$ cat config.mk
export PLATFORM = sky130hd
export DESIGN_NAME = integer_to_radix_text
export DESIGN_NICKNAME = d
export VERILOG_FILES = /design/src/rtl/itrt_pkg.sv /design/src/rtl/itrt_ctrl.sv /design/src/rtl/itrt_dp.sv /design/src/rtl/integer_to_radix_text.sv
export VERILOG_INCLUDE_DIRS = /design/src /design/src/rtl
export SDC_FILE = /design/constraint.sdc
export NUM_CORES = 1
export LEC_CHECK = 0
export BUFFER_PORTS_ARGS = -buffer_cell sky130_fd_sc_hd__buf_2
export CAP_MARGIN = 20
export CORE_MARGIN = 2
export CORE_UTILIZATION = 50
export DETAILED_ROUTE_END_ITERATION = 10
export GPL_ROUTABILITY_DRIVEN = 0
export PLACE_DENSITY_LB_ADDON = 0.15
export SYNTH_ARGS = -nofsm -noshare
export SYNTH_HDL_FRONTEND = slang
export SYNTH_SLANG_ARGS = --single-unit
$ cat constraint.sdc
create_clock -name clk -period 22.8 [get_ports clk]
set_clock_uncertainty 0.15 [all_clocks]
set_input_delay 3.42 -clock clk [delete_from_list [all_inputs] [get_ports clk]]
set_output_delay 3.42 -clock clk [all_outputs]
set_load 0.01 [all_outputs]
$ cat src/rtl/integer_to_radix_text_assert.svh
// Assertion macros for the integer to radix text block.
`ifndef INTEGER_TO_RADIX_TEXT_ASSERT_SVH
`define INTEGER_TO_RADIX_TEXT_ASSERT_SVH
`ifndef NO_ASSERTIONS
`define ITRT_ASSERT_IMP(lbl, ante, cons) \
  lbl: assert property (@(posedge clk) disable iff (!rst_n) (ante) |-> (cons)) \
    else $error("itrt assertion failed");
`define ITRT_ASSERT_NXT(lbl, ante, cons) \
  lbl: assert property (@(posedge clk) disable iff (!rst_n) (ante) |=> (cons)) \
    else $error("itrt assertion failed");
`else
`define ITRT_ASSERT_IMP(lbl, ante, cons)
`define ITRT_ASSERT_NXT(lbl, ante, cons)
`endif
`endif

$ cat src/rtl/itrt_pkg.sv
// Shared types, constants and functions of the integer to radix text block.
package itrt_pkg;

  localparam int VALUE_WIDTH = 32;
  localparam int BASE_WIDTH  = 6;
  localparam int CHAR_WIDTH  = 7;
  localparam int DIGIT_WIDTH = 6;
  localparam int BASE_MIN    = 2;
  localparam int BASE_MAX    = 36;
  localparam int DIV_BITS    = 8;
  localparam int DIV_STEPS   = VALUE_WIDTH / DIV_BITS;
  localparam int STEP_W      = (DIV_STEPS > 1) ? $clog2(DIV_STEPS) : 1;
  localparam int CNT_W       = $clog2(VALUE_WIDTH + 1);
  localparam int ADDR_W      = $clog2(VALUE_WIDTH);

  localparam logic [CHAR_WIDTH-1:0] CHAR_MINUS = 7'h2d;
  localparam logic [CHAR_WIDTH-1:0] CHAR_NUL   = 7'h00;
  localparam logic [CHAR_WIDTH-1:0] CHAR_ZERO  = 7'h30;
  localparam logic [CHAR_WIDTH-1:0] CHAR_ALPHA = 7'h57; // 'a' - 10

  typedef struct packed {
    logic signed [VALUE_WIDTH-1:0] value;
    logic [BASE_WIDTH-1:0]         base;
  } in_t;

  typedef struct packed {
    logic [CHAR_WIDTH-1:0] character;
    logic                  last;
  } out_t;

  typedef struct packed {
    logic load;
    logic div_step;
    logic sign_load;
    logic rd_en;
    logic dig_load;
    logic term_load;
  } cmd_t;

  typedef struct packed {
    logic base_ok;
    logic neg;
    logic div_last;
    logic quo_zero;
    logic last_digit;
    logic out_free;
  } sts_t;

  function automatic logic [CHAR_WIDTH-1:0] digit_char(input logic [DIGIT_WIDTH-1:0] d);
    logic [CHAR_WIDTH-1:0] dx;
    dx = {{(CHAR_WIDTH-DIGIT_WIDTH){1'b0}}, d};
    if (d < DIGIT_WIDTH'(10)) begin
      return CHAR_ZERO + dx;
    end
    return CHAR_ALPHA + dx;
  endfunction

endpackage

$ cat src/rtl/itrt_ctrl.sv
// Sequencing state machine of the integer to radix text block.
module itrt_ctrl (
  input  logic           clk,
  input  logic           rst_n,
  input  logic           in_valid,
  output logic           in_stall,
  input  itrt_pkg::sts_t sts,
  output itrt_pkg::cmd_t cmd
);

  typedef enum logic [5:0] {
    ST_IDLE   = 6'b000001,
    ST_DIVIDE = 6'b000010,
    ST_SIGN   = 6'b000100,
    ST_READ   = 6'b001000,
    ST_SEND   = 6'b010000,
    ST_TERM   = 6'b100000
  } state_t;

  state_t state_r, state_nxt;

  always_ff @(posedge clk) begin
    if (!rst_n) begin
      state_r <= ST_IDLE;
    end else begin
      state_r <= state_nxt;
    end
  end

  assign in_stall = (state_r != ST_IDLE);

  always_comb begin
    cmd       = '0;
    state_nxt = state_r;
    unique case (state_r)
      ST_IDLE: begin
        if (in_valid) begin
          cmd.load  = 1'b1;
          state_nxt = sts.base_ok ? ST_DIVIDE : ST_TERM;
        end
      end
      ST_DIVIDE: begin
        cmd.div_step = 1'b1;
        if (sts.div_last && sts.quo_zero) begin
          state_nxt = sts.neg ? ST_SIGN : ST_READ;
        end
      end
      ST_SIGN: begin
        if (sts.out_free) begin
          cmd.sign_load = 1'b1;
          state_nxt     = ST_READ;
        end
      end
      ST_READ: begin
        cmd.rd_en = 1'b1;
        state_nxt = ST_SEND;
      end
      ST_SEND: begin
        if (sts.out_free) begin
          cmd.dig_load = 1'b1;
          state_nxt    = sts.last_digit ? ST_TERM : ST_READ;
        end
      end
      ST_TERM: begin
        if (sts.out_free) begin
          cmd.term_load = 1'b1;
          state_nxt     = ST_IDLE;
        end
      end
      default: begin
        state_nxt = ST_IDLE;
      end
    endcase
  end

endmodule

$ cat src/rtl/itrt_dp.sv
// Datapath: digit divider, digit store and output register.
`include "integer_to_radix_text_assert.svh"

module itrt_dp (
  input  logic           clk,
  input  logic           rst_n,
  input  itrt_pkg::in_t  in_data,
  input  itrt_pkg::cmd_t cmd,
  output itrt_pkg::sts_t sts,
  output logic           out_valid,
  input  logic           out_stall,
  output itrt_pkg::out_t out_data
);

  localparam int W  = itrt_pkg::VALUE_WIDTH;
  localparam int BW = itrt_pkg::BASE_WIDTH;
  localparam int DB = itrt_pkg::DIV_BITS;

  logic [W-1:0]                      div_r;
  logic [BW-1:0]                     rem_r;
  logic [BW-1:0]                     base_r;
  logic                              neg_r;
  logic [itrt_pkg::STEP_W-1:0]       step_r;
  logic [itrt_pkg::CNT_W-1:0]        cnt_r;
  logic [itrt_pkg::DIGIT_WIDTH-1:0]  store [W];
  logic [itrt_pkg::DIGIT_WIDTH-1:0]  rd_data_r;
  logic                              out_valid_r;
  itrt_pkg::out_t                    out_data_r;

  logic [W-1:0]  mag;
  logic          in_neg;
  logic [W-1:0]  quo_nxt;
  logic [BW-1:0] rem_nxt;
  logic [DB-1:0] qbits;
  logic          div_last;
  logic [itrt_pkg::CNT_W-1:0] cnt_dec;

  assign in_neg = in_data.value[W-1];
  assign mag    = in_neg ? (~in_data.value + W'(1)) : in_data.value;

  // DB restoring steps per cycle on the narrow remainder
  always_comb begin
    logic [BW:0] rem_w;
    logic [BW:0] t;
    rem_w = {1'b0, rem_r};
    qbits = '0;
    for (int j = 0; j < DB; j++) begin
      t = {rem_w[BW-1:0], div_r[W-1-j]};
      if (t >= {1'b0, base_r}) begin
        qbits[DB-1-j] = 1'b1;
        rem_w         = t - {1'b0, base_r};
      end else begin
        rem_w = t;
      end
    end
    rem_nxt = rem_w[BW-1:0];
  end

  generate
    if (W > DB) begin : g_shift
      assign quo_nxt = {div_r[W-DB-1:0], qbits};
    end else begin : g_noshift
      assign quo_nxt = qbits;
    end
  endgenerate

  assign div_last = (step_r == itrt_pkg::STEP_W'(itrt_pkg::DIV_STEPS - 1));
  assign cnt_dec  = cnt_r - itrt_pkg::CNT_W'(1);

  always_ff @(posedge clk) begin
    if (!rst_n) begin
      step_r <= '0;
      cnt_r  <= '0;
      neg_r  <= 1'b0;
    end else if (cmd.load) begin
      step_r <= '0;
      cnt_r  <= '0;
      neg_r  <= sts.base_ok ? in_neg : 1'b0;
    end else if (cmd.div_step) begin
      step_r <= div_last ? '0 : step_r + itrt_pkg::STEP_W'(1);
      if (div_last) begin
        cnt_r <= cnt_r + itrt_pkg::CNT_W'(1);
      end
    end else if (cmd.dig_load) begin
      cnt_r <= cnt_dec;
    end
  end

  always_ff @(posedge clk) begin
    if (cmd.load) begin
      div_r  <= mag;
      rem_r  <= '0;
      base_r <= in_data.base;
    end else if (cmd.div_step) begin
      div_r <= quo_nxt;
      rem_r <= div_last ? '0 : rem_nxt;
    end
  end

  always_ff @(posedge clk) begin
    if (cmd.div_step && div_last) begin
      store[cnt_r[itrt_pkg::ADDR_W-1:0]] <= rem_nxt;
    end
    if (cmd.rd_en) begin
      rd_data_r <= store[cnt_dec[itrt_pkg::ADDR_W-1:0]];
    end
  end

  always_ff @(posedge clk) begin
    if (!rst_n) begin
      out_valid_r <= 1'b0;
    end else if (cmd.sign_load || cmd.dig_load || cmd.term_load) begin
      out_valid_r <= 1'b1;
    end else if (!out_stall) begin
      out_valid_r <= 1'b0;
    end
  end

  always_ff @(posedge clk) begin
    if (cmd.sign_load) begin
      out_data_r <= '{character: itrt_pkg::CHAR_MINUS, last: 1'b0};
    end else if (cmd.dig_load) begin
      out_data_r <= '{character: itrt_pkg::digit_char(rd_data_r), last: 1'b0};
    end else if (cmd.term_load) begin
      out_data_r <= '{character: itrt_pkg::CHAR_NUL, last: 1'b1};
    end
  end

  assign sts.base_ok    = (in_data.base >= BW'(itrt_pkg::BASE_MIN)) &&
                          (in_data.base <= BW'(itrt_pkg::BASE_MAX));
  assign sts.neg        = neg_r;
  assign sts.div_last   = div_last;
  assign sts.quo_zero   = (quo_nxt == '0);
  assign sts.last_digit = (cnt_r == itrt_pkg::CNT_W'(1));
  assign sts.out_free   = !out_valid_r || !out_stall;

  assign out_valid = out_valid_r;
  assign out_data  = out_data_r;

  `ITRT_ASSERT_IMP(a_cnt_range, 1'b1, cnt_r <= itrt_pkg::CNT_W'(W))
  `ITRT_ASSERT_IMP(a_store_room, cmd.div_step && div_last, cnt_r < itrt_pkg::CNT_W'(W))
  `ITRT_ASSERT_IMP(a_digit_avail, cmd.dig_load || cmd.rd_en, cnt_r != '0)
  `ITRT_ASSERT_IMP(a_rem_below_base, cmd.div_step, rem_r < base_r)
  `ITRT_ASSERT_NXT(a_load_clears, cmd.load, cnt_r == '0 && step_r == '0)

endmodule

$ cat src/rtl/integer_to_radix_text.sv
// Top level of the integer to radix text block.
//
// in_valid/in_stall/in_data carry one transaction: a signed 32-bit value and
// a 6-bit base. out_valid/out_stall/out_data return the ASCII text of the
// value, one character per transaction, most significant digit first, with
// a leading '-' for negative values and a final zero byte marked by last.
// An invalid base (outside 2 to 36) gives only the zero byte.
// in_stall is high from the accepting edge until the terminator has been
// loaded into the output register; one input is converted at a time.
// The divider produces 8 quotient bits a cycle over 32 bits, one digit per
// pass, and repeats until the quotient is zero. Output then gives the sign,
// each digit with a store read and an output load, and the terminator; the
// next input is taken in the idle state. A stall on the output holds the
// output register and pauses the sequencer in its output states.
// Synchronous active-low reset clears control state; the digit store is not
// cleared and needs no clearing pass.
module integer_to_radix_text (
  input  logic           clk,
  input  logic           rst_n,
  input  logic           in_valid,
  output logic           in_stall,
  input  itrt_pkg::in_t  in_data,
  output logic           out_valid,
  input  logic           out_stall,
  output itrt_pkg::out_t out_data
);

  itrt_pkg::cmd_t cmd;
  itrt_pkg::sts_t sts;

  itrt_ctrl u_ctrl (
    .clk      (clk),
    .rst_n    (rst_n),
    .in_valid (in_valid),
    .in_stall (in_stall),
    .sts      (sts),
    .cmd      (cmd)
  );

  itrt_dp u_dp (
    .clk       (clk),
    .rst_n     (rst_n),
    .in_data   (in_data),
    .cmd       (cmd),
    .sts       (sts),
    .out_valid (out_valid),
    .out_stall (out_stall),
    .out_data  (out_data)
  );

endmodule

==> impl_metrics.py, run 1 <==
metrics = {
    "setup_path": {
        "critPathSlowestCell": "edfxtp_1",
        "r2r_cells": 74,
        "cp.required_ns": 23.09,
        "crit_path_start_kind": "register",
        "cp.arrival_ns": 19.47,
        "criticalPathCategory": "register to register",
        "reg2reg_from": "u_dp.base_r[1]",
        "cpMostUsedCell": "o21ai_0",
        "r2r_setup_slack_ns": 3.62,
        "cp-end-kind": "register",
        "r2r-end": "u_ctrl.state_r[5]",
        "slowest_delay_ns": 0.73,
        "cp_max_fo": 10,
    },
    "drt": {
        "vias": 8790,
        "drc": 0,
        "finalWirelength_mm": 31.9,
        "ant_nets": 0,
        "drt_iter0_drc": 762,
        "vias_per_cell": 5.85,
        "first_pass_iters": 5,
        "avgRoutedWirePerCell_um": 21.2,
    },
    "synth": {
        "synth_area_um2": 13900,
        "synth_edf_count": 236,
        "yosysTopAreaCell": "edfxtp_1",
        "ys_types": 73,
        "ys_warn_count": 0,
        "synth_top_area_share_pct": 51.0,
        "synth.avg_cell_area_um2": 13.3,
        "yosysSeqAreaShare_pct": 55.3,
        "syn_inst": 1046,
        "syn_nets": 1155,
        "ys_ff_latch": 266,
        "synthTopCellsByArea": "edfxtp_1 51%, mux4_2 9.7%, ha_1 5.3%",
        "synthArstFlopShare_pct": 0,
        "ys.flop_type": "edfxtp_1",
    },
    "sta": {
        "final_hold_viol_count": 0,
        "min_period_ns": 19.18,
        "rsz0062_at_grt": "false",
        "setup_viol": 0,
        "maxSlewViolCount": 0,
        "holdWs_ns": 0.299,
        "slew_headroom_pct": 40.7,
        "fin_crit_sh_pct": 84.1,
        "worst_slew_pin_slew_ns": 0.886,
        "tns_ns": 0,
        "fmax_mhz": 52.1,
    },
    "clock_tree": {
        "ctsResizeCount": 0,
        "cts_buffer_depth": 3,
        "clock_latency_ns": 0.55,
        "tritoncts": "yes",
        "numCtsBuffers": 27,
        "ctsHtreeMaxLevel": 1,
        "cts_hold_buffers": 0,
        "clk_pin_slew_ns": 0.06,
        "cts_root_buffer": "clkbuf_16",
        "post_cts_buffers": 0,
        "clock-sinks": 266,
    },
    "grt": {
        "antenna_found_initial": 0,
        "track_usage_pct": 22.3,
        "grt_max_degree": 56,
        "grt_pass1_wl_mm": 48.8,
        "grt_overflow_total": 0,
        "grt_pass1_vias": 8572,
    },
    "hold_path": {
        "min_path_type": "register to register",
        "whs_path_depth": 2,
        "hold_end": "u_dp.out_data[7]",
        "hp-start": "u_dp.out_data[7]",
    },
    "floorplan": {
        "floorplan.die.width_um": 171,
        "io_pins": 52,
        "dieArea_um2": 29100,
        "row_count": 61,
        "die_h_um": 171,
        "initial_core_util_pct": 50.4,
        "core_um2": 27600,
    },
    "cells_and_area": {
        "synthToLayoutAreaGrowth_pct": 11.1,
        "final_layout_size_suffix_gt1_share_pct": 18.0,
        "antenna_cells": 0,
        "mostFrequentLayoutCell": "edfxtp_1",
        "final_cell_mix": "236 x edfxtp_1, 82 x nor2_1, 74 x nand2_1",
        "nets": 1212,
    },
    "placed_design": {
        "hpwl_mm": 21.9,
        "portBuffers": 51,
    },
    "job": {
        "drv_cap": 0,
    },
    "outcome": {
        "outcome": "finished clean",
    },
}
-- final cells by class --
type	count	area, um^2
inverter	50	188
tap	378	473
clock buffer	32	694
timing repair buffer	62	358
sequential	266	7690
multi-input combinational	696	5900
fill	2253	12100
clock inverter	18	129
-- worst max path at each step --
stage / slack (ns) / start / end / depth (start not counted)
after floorplan: 5.78 / u_dp.base_r[1] / u_dp.store[0][0] / 77
after global placement: 4.17 / u_dp.base_r[1] / u_ctrl.state_r[5] / 73
after detailed placement: 3.75 / u_dp.base_r[1] / u_ctrl.state_r[5] / 74
after CTS: 3.68 / u_dp.base_r[1] / u_ctrl.state_r[5] / 74
after global routing: 1.93 / u_dp.base_r[1] / u_ctrl.state_r[5] / 74
final: 3.62 / u_dp.base_r[1] / u_ctrl.state_r[5] / 74
-- cell families after synthesis --
logic type               count (synthesis)  synth area share [%]
buffers and inverters                   84                  2.40
flip-flops                             266                  55.3
multiplexers                            95                  12.6
XOR/XNOR                                64                  4.03
AO/OA/AOI/OAI                          201                  9.60
AND/OR/NAND/NOR                        269                  9.54
adder cells (fa/ha/maj)                 67                  6.47
-- sequential cells by signal, indices dropped and copies added (netlist names), 6 cells and up --
signal          count
u_ctrl.state_r      6
u_dp.base_r         6
u_dp.cnt_r          6
u_dp.div_r         32
u_dp.out_data       8
u_dp.rd_data_r      6
u_dp.rem_r          6
u_dp.store        192
-- stage by stage --
step	cells	utilization (%)	worst slack, ns	cell area (um^2)
after global routing	1502	56.0	1.93	15400
after CTS	1500	55.9	3.68	15400
after global placement	1450	52.9	4.17	14600
after detailed placement	1450	52.9	3.75	14600
final	1502	56.0	3.62	15400
after floorplan	1046	-	5.78	13900
-- cell usage after synthesis (8+ instances only) --
cell	instances
ha_1	59
a21oi_1	44
nand2_1	74
mux4_2	60
nand4_1	8
nor2_1	82
mux2i_1	12
dfxtp_1	30
or4_1	12
nand2b_1	12
mux2_2	16
o21a_1	9
xnor2_1	29
nor4_1	14
a21o_1	12
fa_1	8
o31ai_1	10
nor3_1	9
nand3_1	11
o21ai_0	64
or3_1	10
clkbuf_1	26
inv_1	49
edfxtp_1	236
xor2_1	35
o211ai_1	8
-- worst max-delay path, delay by kind of cell (launching register included) --
family / cells / cell delay (ns)
buffers and inverters: 6 / 0.83
adder cells (fa/ha/maj): 8 / 2.41
flip-flops: 1 / 0.73
multiplexers: 4 / 1.54
AO/OA/AOI/OAI: 34 / 8.58
AND/OR/NAND/NOR: 22 / 4.82
-- metal layers --
metal | part of all wire [%] | routed length, um | up-vias | GRT usage, %
met5 | 0 | 0 | - | 0
met4 | 2.4 | 760 | 0 | 5.80
met3 | 4.9 | 1560 | 54 | 2.80
met2 | 48 | 15400 | 230 | 37.8
met1 | 44 | 14100 | 4354 | 30.6
li1 | - | - | 4152 | -
Power of run 1 is not shown: default switching activity piles up to over one toggle a cycle in this logic, so the estimate is an artifact.
==> inputs of run 2 (changes only) <==
--- a/config.mk
+++ b/config.mk
@@ -6,6 +6,7 @@
 export SDC_FILE = /design/constraint.sdc
 export NUM_CORES = 1
 export LEC_CHECK = 0
+export ABC_AREA = 1
 export BUFFER_PORTS_ARGS = -buffer_cell sky130_fd_sc_hd__buf_2
 export CAP_MARGIN = 20
 export CORE_MARGIN = 2
==> constraint.sdc (replaced) <==
create_clock -name clk -period 18.6 [get_ports clk]
set_clock_uncertainty 0.15 [all_clocks]
set_input_delay 2.79 -clock clk [delete_from_list [all_inputs] [get_ports clk]]
set_output_delay 2.79 -clock clk [all_outputs]
set_load 0.01 [all_outputs]
==> run 2 against run 1 <==
Compared with the run above:
- wire length is 5.8% higher
- cell area is 3.6% higher
- via count is 20% higher
- non-clock buffer count is 3 higher
- global-route usage hardly changed
- first-iteration DRC count is 32% higher
- die area is 3.6% higher
- area after synthesis is 3.7% higher
- utilization hardly changed
- setup slack better by 0.077 ns
- clock-buffer cell count is 3 lower
- critical path depth is 7 higher
- critical path type unchanged
- largest cell class unchanged
- highest routed layer unchanged
==> impl_metrics.py, run 2 <==
metrics = {
    "grt": {
        "antenna_found_initial": 0,
        "grt_max_degree": 95,
        "grt_pass1_vias": 10200,
        "grt_pass1_wl_mm": 54.1,
        "grt_overflow_total": 0,
        "track_usage_pct": 22.3,
    },
    "placed_design": {
        "portBuffers": 51,
        "hpwl_mm": 23.1,
    },
    "sta": {
        "setup_viol": 0,
        "min_period_ns": 14.90,
        "final_hold_viol_count": 0,
        "rsz0062_at_grt": "false",
        "tns_ns": 0,
        "maxSlewViolCount": 0,
        "slew_headroom_pct": 29.6,
        "fin_crit_sh_pct": 80.1,
        "fmax_mhz": 67.1,
        "worst_slew_pin_slew_ns": 1.06,
    },
    "floorplan": {
        "row_count": 62,
        "io_pins": 52,
        "floorplan.die.width_um": 174,
        "die_h_um": 174,
        "dieArea_um2": 30200,
        "initial_core_util_pct": 50.5,
        "core_um2": 28500,
    },
    "clock_tree": {
        "ctsResizeCount": 0,
        "tritoncts": "yes",
        "clk_pin_slew_ns": 0.06,
        "numCtsBuffers": 28,
        "clock_latency_ns": 0.55,
        "cts_root_buffer": "clkbuf_16",
        "ctsHtreeMaxLevel": 1,
        "post_cts_buffers": 0,
        "clock-sinks": 266,
        "cts_hold_buffers": 0,
        "cts_buffer_depth": 3,
    },
    "cells_and_area": {
        "synthToLayoutAreaGrowth_pct": 11.0,
        "nets": 1617,
        "antenna_cells": 0,
        "mostFrequentLayoutCell": "edfxtp_1",
        "register_area_um2": 7690,
        "final_cell_mix": "236 x edfxtp_1, 217 x nor2_1, 210 x nand2_1",
        "multi_input_area_um2": 6000,
        "largest_reg_flops": 192,
        "fillers": 2549,
        "final_layout_size_suffix_gt1_share_pct": 11.0,
    },
    "setup_path": {
        "cp.required_ns": 18.66,
        "criticalPathCategory": "register to register",
        "cp-end-kind": "register",
        "cpMostUsedCell": "nand2_1",
        "crit_path_start_kind": "register",
        "slowest_delay_ns": 0.71,
        "r2r_setup_slack_ns": 3.70,
        "reg2reg_from": "u_dp.base_r[1]",
        "r2r_cells": 81,
        "critPathSlowestCell": "edfxtp_1",
        "cp.arrival_ns": 14.96,
        "cp_max_fo": 33,
        "r2r-end": "u_dp.store[1][4]",
    },
    "synth": {
        "synth_most_common_cell": "edfxtp_1",
        "synthArstFlopShare_pct": 0,
        "synth_common_cells": "236 x edfxtp_1, 218 x nor2_1, 210 x nand2_1",
        "synth_top_area_share_pct": 49.2,
        "synth.avg_cell_area_um2": 9.85,
        "synth_area_um2": 14400,
        "ys_types": 58,
        "ys_warn_count": 0,
        "ys.flop_type": "edfxtp_1",
        "syn_nets": 1572,
        "yosysSeqAreaShare_pct": 53.4,
        "synth_edf_count": 236,
        "ys_ff_latch": 266,
        "yosysTopAreaCell": "edfxtp_1",
        "synthTopCellsByArea": "edfxtp_1 49%, nor2_1 5.7%, nand2_1 5.5%",
        "syn_inst": 1463,
    },
    "outcome": {
        "outcome": "finished clean",
    },
    "hold_path": {
        "hp-start": "u_dp.out_data[2]",
        "whs_path_depth": 2,
        "hold_end": "u_dp.out_data[2]",
        "min_path_type": "register to register",
    },
    "drt": {
        "first_pass_iters": 5,
        "ant_nets": 0,
        "drc": 0,
        "vias": 10500,
        "avgRoutedWirePerCell_um": 17.6,
        "drt_iter0_drc": 1003,
        "finalWirelength_mm": 33.7,
        "vias_per_cell": 5.51,
    },
    "job": {
        "drv_cap": 0,
    },
}
==> run 2: worst max-delay path: cells and delay by family, from the launching register on <==
family	cells	cell delay (ns)
AOI/OAI and AO/OA	27	5.24
and+or+nand+nor	33	3.71
adders and majority gates	8	2.62
buffers and inverters	13	2.12
DFF	1	0.71
==> run 2: kinds of logic (layout without fill, tap and decap cells) <==
logic type	count (synthesis)	after routing	synth area share, %
buffers and inverters	190	253	5.05
flip-flops	266	266	53.4
AO/OA/AOI/OAI	291	291	12.6
AND/OR/NAND/NOR	567	567	17.6
multiplexers	19	19	1.32
XOR/XNOR	63	63	3.83
adder cells (fa/ha/maj)	67	67	6.24
==> run 2: metal layers <==
metal  GRT usage [%]  share of wire [%]  vias to the layer above
li1                -                  -                     5238
met4            4.94                1.7                        0
met2            38.1                 48                      296
met1            30.4                 44                     4960
met5               0                  0                        -
met3            3.03                5.3                       38
==> run 2: worst max path at each step <==
stage / from / to / slack, ns / cells past startpoint
after floorplan: u_dp.base_r[1] / u_dp.store[0][4] / 5.88 / 83
after detailed placement: u_dp.base_r[1] / u_dp.store[22][4] / 3.73 / 83
after global placement: u_dp.base_r[1] / u_dp.store[14][4] / 4.47 / 80
final: u_dp.base_r[1] / u_dp.store[1][4] / 3.70 / 81
after CTS: u_dp.base_r[1] / u_dp.store[0][4] / 3.71 / 83
after global routing: u_dp.base_r[1] / u_dp.store[0][4] / 2.09 / 82
==> run 2: cell type report <==
cell class | instances | share of cell area, %
clock buffers | 29 | 4.40
clock inverters | 19 | 1.44
inverters | 140 | 3.33
multi-input cells | 1007 | 37.5
flip-flops and latches | 266 | 48.1
well taps | 384 | 3.00
repair buffers | 65 | 2.25
==> run 2: stage by stage <==
step                      utilization (%)  setup WS [ns]  cell area, um^2  hold slack (ns)  std cells
final                                56.0           3.70            16000            0.314       1910
after global routing                 56.0           2.09            16000            0.332       1910
after CTS                            56.0           3.71            16000            0.318       1910
after detailed placement             52.8           3.73            15100            0.302       1862
after global placement               52.8           4.47            15100            0.298       1862
after floorplan                         -           5.88            14400            0.294       1463
Power of run 2 is left out for the same reason.
